**src/hdl/assert_macros.svh**
```systemverilog
// assertion macros used by the frame receiver top level
// no dependencies; take in with a plain include
`ifndef ASSERT_MACROS_SVH
`define ASSERT_MACROS_SVH

// same-cycle implication, disabled during reset
`define ILFR_ASSERT_NOW(lbl, clk, rstn, ante, cons) \
	lbl: assert property (@(posedge clk) disable iff (!(rstn)) (ante) |-> (cons)) \
		else $error("frame receiver assertion failed");

// next-cycle implication, disabled during reset
`define ILFR_ASSERT_NEXT(lbl, clk, rstn, ante, cons) \
	lbl: assert property (@(posedge clk) disable iff (!(rstn)) (ante) |=> (cons)) \
		else $error("frame receiver assertion failed");

`endif

```
**src/hdl/ilfr_pkg.sv**
```systemverilog
// types, codes and defaults for the idle-line frame receiver
// no dependencies
package ilfr_pkg;

	localparam int FRAME_BYTES_DEF = 10;
	localparam int LEN_W = 4;

	localparam logic [1:0] KIND_BYTE = 2'd0;
	localparam logic [1:0] KIND_IDLE = 2'd1;
	localparam logic [1:0] KIND_TAKE = 2'd2;

	typedef struct packed {
		logic [1:0] kind;
		logic [7:0] rx_byte;
		logic [7:0] room;
	} item_t;

	typedef struct packed {
		logic             taken;
		logic [7:0]       frame_byte;
		logic [LEN_W-1:0] frame_length;
		logic             last;
	} result_t;

	typedef enum logic [1:0] {
		ST_IDLE,
		ST_FETCH,
		ST_EMIT
	} state_t;

	typedef struct packed {
		logic wr_byte;
		logic close;
		logic refuse;
		logic rd_start;
		logic read;
		logic emit;
		logic clear;
	} ctl_cmd_t;

	typedef struct packed {
		logic can_store;
		logic can_close;
		logic can_take;
		logic pending;
		logic empty;
		logic rd_last;
	} dp_status_t;

endpackage

```
**src/hdl/ilfr_ctrl.sv**
```systemverilog
// controller state machine for the idle-line frame receiver
// depends on ilfr_pkg
module ilfr_ctrl
	import ilfr_pkg::*;
(
	input  logic       clk,
	input  logic       arst_n,
	input  logic       start,
	input  logic [1:0] kind,
	input  dp_status_t status,
	output logic       busy,
	output ctl_cmd_t   cmd
);

	state_t state_q;
	state_t state_d;

	always_ff @(posedge clk or negedge arst_n) begin
		if (!arst_n) begin
			state_q <= ST_IDLE;
		end else begin
			state_q <= state_d;
		end
	end

	always_comb begin
		state_d = state_q;
		cmd     = '0;
		busy    = 1'b1;
		case (state_q)
			ST_IDLE: begin
				busy = 1'b0;
				if (start) begin
					case (kind)
						KIND_BYTE: begin
							cmd.wr_byte = status.can_store;
						end
						KIND_IDLE: begin
							cmd.close = status.can_close;
						end
						KIND_TAKE: begin
							if (status.can_take) begin
								cmd.rd_start = 1'b1;
								state_d      = ST_FETCH;
							end else begin
								cmd.refuse = 1'b1;
							end
						end
						default: begin
						end
					endcase
				end
			end
			ST_FETCH: begin
				cmd.read = 1'b1;
				state_d  = ST_EMIT;
			end
			ST_EMIT: begin
				cmd.emit = 1'b1;
				if (status.rd_last) begin
					cmd.clear = 1'b1;
					state_d   = ST_IDLE;
				end else begin
					cmd.read = 1'b1;
				end
			end
			default: begin
				state_d = ST_IDLE;
			end
		endcase
	end

endmodule

```
**src/hdl/ilfr_dp.sv**
```systemverilog
// datapath: frame store, byte count, pending flag, read pointer, result register
// depends on ilfr_pkg
module ilfr_dp
	import ilfr_pkg::*;
#(
	parameter int FRAME_BYTES = FRAME_BYTES_DEF
)
(
	input  logic       clk,
	input  logic       arst_n,
	input  item_t      item,
	input  ctl_cmd_t   cmd,
	output dp_status_t status,
	output logic       strobe,
	output result_t    result
);

	localparam int CNT_W = $clog2(FRAME_BYTES + 1);
	localparam int IDX_W = (FRAME_BYTES > 1) ? $clog2(FRAME_BYTES) : 1;
	localparam int EXT_W = (CNT_W > LEN_W) ? CNT_W : LEN_W;

	logic [7:0]       store_q [FRAME_BYTES];
	logic [7:0]       rdata_q;
	logic [CNT_W-1:0] count_q;
	logic [CNT_W-1:0] rd_q;
	logic             pending_q;
	logic             valid_q;
	result_t          res_q;
	logic [EXT_W-1:0] len_ext;
	logic             room_ok;

	assign len_ext = EXT_W'(count_q);
	assign room_ok = ({1'b0, item.room} >= 9'(FRAME_BYTES));

	assign status.can_store = !pending_q && (count_q < CNT_W'(FRAME_BYTES));
	assign status.can_close = !pending_q && (count_q != '0);
	assign status.can_take  = room_ok && pending_q && (count_q != '0);
	assign status.pending   = pending_q;
	assign status.empty     = (count_q == '0);
	assign status.rd_last   = (rd_q == count_q);

	always_ff @(posedge clk) begin
		if (cmd.wr_byte) begin
			store_q[count_q[IDX_W-1:0]] <= item.rx_byte;
		end
	end

	always_ff @(posedge clk) begin
		if (cmd.read) begin
			rdata_q <= store_q[rd_q[IDX_W-1:0]];
		end
	end

	always_ff @(posedge clk or negedge arst_n) begin
		if (!arst_n) begin
			count_q   <= '0;
			pending_q <= 1'b0;
			rd_q      <= '0;
			valid_q   <= 1'b0;
		end else begin
			valid_q <= cmd.refuse || cmd.emit;
			if (cmd.wr_byte) begin
				count_q <= count_q + 1'b1;
				if (count_q == CNT_W'(FRAME_BYTES - 1)) begin
					pending_q <= 1'b1;
				end
			end
			if (cmd.close) begin
				pending_q <= 1'b1;
			end
			if (cmd.clear) begin
				count_q   <= '0;
				pending_q <= 1'b0;
			end
			if (cmd.rd_start) begin
				rd_q <= '0;
			end else if (cmd.read) begin
				rd_q <= rd_q + 1'b1;
			end
		end
	end

	always_ff @(posedge clk) begin
		if (cmd.refuse) begin
			res_q <= '{taken: 1'b0, frame_byte: 8'd0, frame_length: '0, last: 1'b1};
		end else if (cmd.emit) begin
			res_q.taken        <= 1'b1;
			res_q.frame_byte   <= rdata_q;
			res_q.frame_length <= len_ext[LEN_W-1:0];
			res_q.last         <= status.rd_last;
		end
	end

	assign strobe = valid_q;
	assign result = res_q;

endmodule

```
**src/hdl/idle_line_frame_receiver_top.sv**
```systemverilog
// top level of the idle-line frame receiver: controller plus datapath
// depends on ilfr_pkg, ilfr_ctrl, ilfr_dp and assert_macros.svh
//
// channel   direction  handshake             payload
// item      in         start high, busy low  item_t   (kind, rx_byte, room)
// result    out        strobe, one cycle     result_t (taken, frame_byte, frame_length, last)
//
// a byte or idle event is accepted while busy stays low
// a refused take gives its single result the cycle after acceptance
// a granted take holds busy while the frame is read out (one store read per byte,
// read data registered); results follow one per cycle, the last as busy falls
// reset clears count, pending flag and controller; the frame store is not cleared
// the receiver cannot stall results
`include "assert_macros.svh"

module idle_line_frame_receiver_top
	import ilfr_pkg::*;
#(
	parameter int FRAME_BYTES = FRAME_BYTES_DEF
)
(
	input  logic    clk,
	input  logic    arst_n,
	input  logic    start,
	output logic    busy,
	input  item_t   item,
	output logic    strobe,
	output result_t result
);

	ctl_cmd_t   cmd;
	dp_status_t status;

	ilfr_ctrl u_ctrl (
		.clk    (clk),
		.arst_n (arst_n),
		.start  (start),
		.kind   (item.kind),
		.status (status),
		.busy   (busy),
		.cmd    (cmd)
	);

	ilfr_dp #(
		.FRAME_BYTES (FRAME_BYTES)
	) u_dp (
		.clk    (clk),
		.arst_n (arst_n),
		.item   (item),
		.cmd    (cmd),
		.status (status),
		.strobe (strobe),
		.result (result)
	);

	`ILFR_ASSERT_NOW(a_refusal_is_last, clk, arst_n, strobe && !result.taken, result.last)
	`ILFR_ASSERT_NOW(a_take_ends_with_last, clk, arst_n, $fell(busy), strobe && result.taken && result.last)
	`ILFR_ASSERT_NEXT(a_clear_empties, clk, arst_n, cmd.clear, status.empty && !status.pending)

endmodule

```
**config.mk**
```make
export PLATFORM = sky130hd
export DESIGN_NAME = idle_line_frame_receiver_top
export DESIGN_NICKNAME = d
export VERILOG_FILES = /design/src/hdl/ilfr_pkg.sv /design/src/hdl/ilfr_ctrl.sv /design/src/hdl/ilfr_dp.sv /design/src/hdl/idle_line_frame_receiver_top.sv
export VERILOG_INCLUDE_DIRS = /design/src /design/src/hdl
export SDC_FILE = /design/constraint.sdc
export NUM_CORES = 1
export LEC_CHECK = 0
export ABC_AREA = 1
export BUFFER_PORTS_ARGS = -buffer_cell sky130_fd_sc_hd__buf_2
export CAP_MARGIN = 30
export CORE_AREA = 2 2 111 86
export CTS_BUF_LIST = sky130_fd_sc_hd__clkbuf_2
export CTS_CLUSTER_SIZE = 20
export DETAILED_ROUTE_END_ITERATION = 10
export DIE_AREA = 0 0 113 88
export GPL_TIMING_DRIVEN = 0
export HOLD_SLACK_MARGIN = 0.05
export PLACE_DENSITY = 0.82
export SKIP_CTS_REPAIR_TIMING = 1
export SYNTH_ARGS = -nofsm -noshare
export SYNTH_HDL_FRONTEND = slang
export SYNTH_SLANG_ARGS = --single-unit
export TNS_END_PERCENT = 30
```
**constraint.sdc**
```tcl
create_clock -name clk -period 3.17 [get_ports clk]
set_input_delay 0.4755 -clock clk [delete_from_list [all_inputs] [get_ports clk]]
set_output_delay 0.4755 -clock clk [all_outputs]
set_load 0.01 [all_outputs]
```
After elaboration in Yosys (flattened, before gate mapping)
Memories as Yosys holds them, arrays and structs flattened. A register that Yosys moved wholly into a read port is not among the register bits. Cells that the tools add are included. W data, S select, Z words.

Memories kept: 1. Bits in registers: 26. Output and inout port bits: 16. Logic and storage cells: 66. Memory bits (writable): 80. Input port bits: 21.

Memory list: u_dp.store_q (words 10, width 8, rd ports 1, clocked after memory_dff 1, write ports 1, line ilfr_dp.sv:22) `logic [7:0] store_q [FRAME_BYTES];`.

Reductions and logical operators: 15. Mux-type cells: 27. Magnitude comparators: 2. Eq/ne operators: 10. $add $sub $neg: 2.

Operator list (number): $mux W4 (6); $mux W1 (13); $mux W2 (6); $add A4 B1 Y4 const B (2); $ge A8 B4 Y1 const B (1); $ne A2 B2 Y1 const B (4); $pmux W2 S3 (1); $reduce_bool A3 Y1 (2); $eq A2 B1 Y1 const B (2); $eq A2 B2 Y1 const B (2); $eq A4 B4 Y1 (1); $eq A4 B4 Y1 const B (1); $logic_and A1 B1 Y1 (4); $logic_not A2 Y1 (2); $lt A4 B4 Y1 const B (1); $reduce_and A4 Y1 (1); $reduce_bool A2 Y1 (2); $reduce_bool A4 Y1 (1); $pmux W1 S2 (1); $reduce_and A2 Y1 (1); $logic_not A1 Y1 (1); $logic_or A1 B1 Y1 (1).

Longest topological paths before layout
Depth after elaboration: 10. Depth in mapped cells: 11. Depth with buffers taken out: 10.

By module
Synthesis repeated with hierarchy kept, for this count alone.

Cell total of the unflattened synthesis: 497. Area total of the unflattened synthesis: 5036.1 µm².

Modules (own cells, without submodules): ilfr_dp (cells each 461, times used 1, area each 4779.6 µm², seq. area each 3173.0 µm²); ilfr_ctrl (cells each 36, times used 1, area each 256.5 µm², seq. area each 50.0 µm²).

Worst setup path before layout
OpenSTA, ideal clock, no wires.

Path kind: reg-to-reg. Start: register u_ctrl.state_q[0]. End: memory u_dp.store_q[8][0] (enable). Setup slack: 982 ps. Library setup time: 383 ps. Path buffers: 0. Cell stages (with the launch flop): 9. Period minus slack after synthesis: 2188 ps. Data required time: 2787 ps. Arrival: 1805 ps. Cell sequence: dfrtp_1 -> inv_1 -> ha_1 -> nand3_1 -> nor3_2 -> nand2_2 -> inv_2 -> nand2_1 -> nor3_1.

Cells in the longest elaborated chain, start to end: 4.

Ends and longest elaborated chain: from (decl) (line ilfr_ctrl.sv:15) `state_t state_q;`; from (signal assigned) (line ilfr_ctrl.sv:22) `state_q <= state_d;`; $logic_not A2 Y1 (line ilfr_ctrl.sv:30) `case (state_q)`; $mux W4 (line ilfr_ctrl.sv:30); $mux W1 (line ilfr_dp.sv:43) `if (cmd.wr_byte) begin`; $mux W1 (implied by the code) (line ilfr_dp.sv:44) `store_q[count_q[IDX_W-1:0]] <= item.rx_byte;`; to (decl) (line ilfr_dp.sv:22).

No other way between the ends.

Worst setup path in the final report
Start: register u_ctrl.state_q[0]. End: memory u_dp.store_q[3][5] (enable).

Same word-level chain as after synthesis.

==> summary.md <==
| Metric | Value |
|---|---|
| Total grt overflow | `0` |
| Die Span X | `113 um` |
| Largest net degree at the start of global routing | `17` |
| Most frequent cells in the layout | `edfxtp_1, nor2_1, nand2_1` |
| Remaining antenna violation count after routing | `0` |
| Adder-cell share of the synthesized area | `0.0236` |
| Synthesized area | `between 4000 and 5000 sq um` |
| DRT iter0 DRCs | `about 300` |
| Worst path max stage delay | `0.72 ns` |
| Data required, critical path | `between 3 and 4 ns` |
| TritonCTS Buffers | `17` |
| Crit. End Element | `flip-flop` |
| Status | `complete, but fails checks` |
| Mean post-synth cell area | `approximately 11 sq um` |
| Worst Slack Setup Final | `roughly 0.63 ns` |
| Synthesized flop and latch total | `114` |
| Hold Vio Cnt, Final | `0` |
| Largest area contributor in the netlist | `edfxtp_1` |
| Antenna violations before repair | `0` |
| Share of cells above drive strength 1 | `0.198` |
| Synth Area in Compound Gates | `0.0969` |
| First-pass GRT wire length | `roughly 16000 um` |
| Clk sink count | `114` |
| GR peak layer | `met2` |
| M3 GR Usage | `0.0685` |
| Pre-CTS setup slack | `roughly 0.66 ns` |
| N_diodes | `0` |
| Max-Cap Viols | `0` |
| Synth cell types | `26` |
| Grt met1 use | `0.297` |
| Syn-to-layout area delta | `12.2%` |
| Sequential cell area fraction in the yosys report | `0.676` |
| Most used cell, CP | `nand3_1` |
| Critical Path Source Type | `flip-flop` |
| XOR/XNOR share of the synthesized area | `0.00367` |
| Vias per cell | `5.49` |
| Warnings from Yosys | `0` |
| CP max FO | `8` |
| GRT Util Overall | `0.217` |
| CTS tree | `built` |
| CP arrival | `about 2.8 ns` |
| RSZ-0062 raised after global routing | `no` |
| Final net count | `518` |
| Worst skew pair latency | `0.63 ns` |
| Htree depth | `4` |
| Synth area leaders | `edfxtp_1, dfrtp_1, dfxtp_1` |
| Final period utilization | `0.803` |
| Vias in the first global route | `3125` |
| Total I/O pin count | `37` |
| DR WL/cell | `16.2 um` |
| Pwr Density | `roughly 850 nW/um^2` |
| Max-slew violation count | `0` |
| Max-slew headroom | `0.366` |
| Crit path kind | `flip-flop to flip-flop` |
| Max Clock Skew | `0.0304 ns` |
| Inst Count DP | `just under 600` |
| Share of the synthesized area in the top cell type | `0.554` |
| Met2 Use GR | `0.339` |
| GP Congestion | `~0.88` |
| Post-synthesis simple-gate area fraction | `0.155` |
| DRT Pass-1 Iters | `8` |
| Initial Utilization | `0.538` |
| Syn_nets | `460` |
| Die height | `just under 90 um` |
| Clock root buffer | `clkbuf_2` |
| Hold Crit Class | `input port to flip-flop` |
| Final setup fails | `0` |
| Core box area | `8860 sq um` |
| Clk slew on worst S/H paths | `around 0.18 ns` |
| Row count | `30` |
| Critical-path top delay cell | `nor2_1` |
| Dpl cell area | `around 5100 sq um` |
| Leak | `~2.1 nW` |
| Worst-margin pin slew | `between 0.9 and 1 ns` |
| Post-route minimum period | `roughly 2.5 ns` |
| Fmax | `a little under 400 MHz` |
| Multiplexer share of the synthesized area | `0` |
| Clk buf depth | `2` |
| DPL Wire Length | `6930 um` |
| WP buf/inv | `2` |
| Peak supply drop | `roughly 0.42 mV` |
| Largest family of logic cells by synthesized area | `simple AND/OR/NAND/NOR gates` |
| Failing checks | `DRC` |
| Via count | `3368` |
| Drt drc | `2` |
| Most common cell after layout, fill and taps aside | `edfxtp_1` |
| Final instance area | `5350 sq um` |
| Post-Syn Instances | `between 400 and 500` |
| Cell family with most CP delay | `simple AND/OR/NAND/NOR gates` |
| Post-Layout Cell Count | `between 600 and 700` |
| Post-Route WL | `slightly below 10000 um` |
| Critical-path cell list | `inv_1 > ha_1 > nand3_1 > nor3_2 > nand2_2 > inv_2 > nand3_1 > nor2_1` |
| Setup TNS | `0 ns` |
| DIE AREA | `just under 10000 sq um` |
| Input/output buffers | `35` |
flip-flops by register name, summed over array words and instances, names as in the netlist:
register / cells
u_dp.pending_q: 1
u_dp.rd_q: 4
u_dp.result: 14
u_dp.strobe: 1
u_dp.count_q: 4
u_ctrl.state_q: 2
u_dp.rdata_q: 8
u_dp.store_q: 80
synthesized netlist by cell type (all sizes together):
library cell / count
a21oi: 14
buf: 11
clkbuf: 7
dfrtp: 12
dfxtp: 14
edfxtp: 88
ha: 9
inv: 31
nand2: 66
nand3: 20
nand4: 6
nor2: 76
nor3: 5
o211ai: 17
o21ai: 52
xor2: 2
layout make-up:
cell class | instances | area, sq um
fill | 708 | 3510
timing repair buffer | 39 | 203
inverter | 31 | 116
clock buffer | 20 | 100
tap | 112 | 140
sequential | 114 | 3220
multi-input combinational | 267 | 1330
clock inverter | 12 | 140
buffer | 18 | 95.1
per-layer routing:
| metal | routed length (um) | up-vias |
|---|---|---|
| li1 | - | 1610 |
| met1 | 4360 | 1582 |
| met2 | 4520 | 159 |
| met3 | 934 | 17 |
| met4 | 114 | 0 |
| met5 | 0 | - |
metrics by stage:
step	hold WS, ns	power [mW]	util
after floorplan	0.180	3.11	-
after global placement	0.374	3.53	0.574
after detailed placement	0.371	3.61	0.575
after CTS	-0.358	4.57	0.602
after global routing	0.0937	4.88	0.604
final	0.173	4.57	0.604
cell families after synthesis:
family	after synthesis
simple gates	173
flops	114
compound gates	83
buf+inv	49
fa+ha+maj	9
xor+xnor	2
worst paths after layout:
kind / from / end / slack, ns / cells past startpoint
hold / removal: item[14] / u_dp.store_q[6][6] / 0.17 / 1
setup / recovery: u_ctrl.state_q[0] / u_dp.store_q[3][5] / 0.63 / 8
max in group asynchronous: arst_n / u_dp.rd_q[2] / 2.71 / 2
setup reg to reg: u_ctrl.state_q[0] / u_dp.store_q[3][5] / 0.63 / 8
min in group asynchronous: arst_n / u_dp.rd_q[1] / 0.22 / 2
hold reg to reg: u_dp.result[7] / u_dp.result[7] / 0.47 / 2
report_power, final:
part           internal (mW)  switching [mW]  total [mW]
combinational          0.542            1.07        1.61
clock                  0.437           0.522       0.960
sequential              1.86           0.134        2.00
total                   2.84            1.72        4.57
Note: power is estimated with default switching activity, not from simulation.
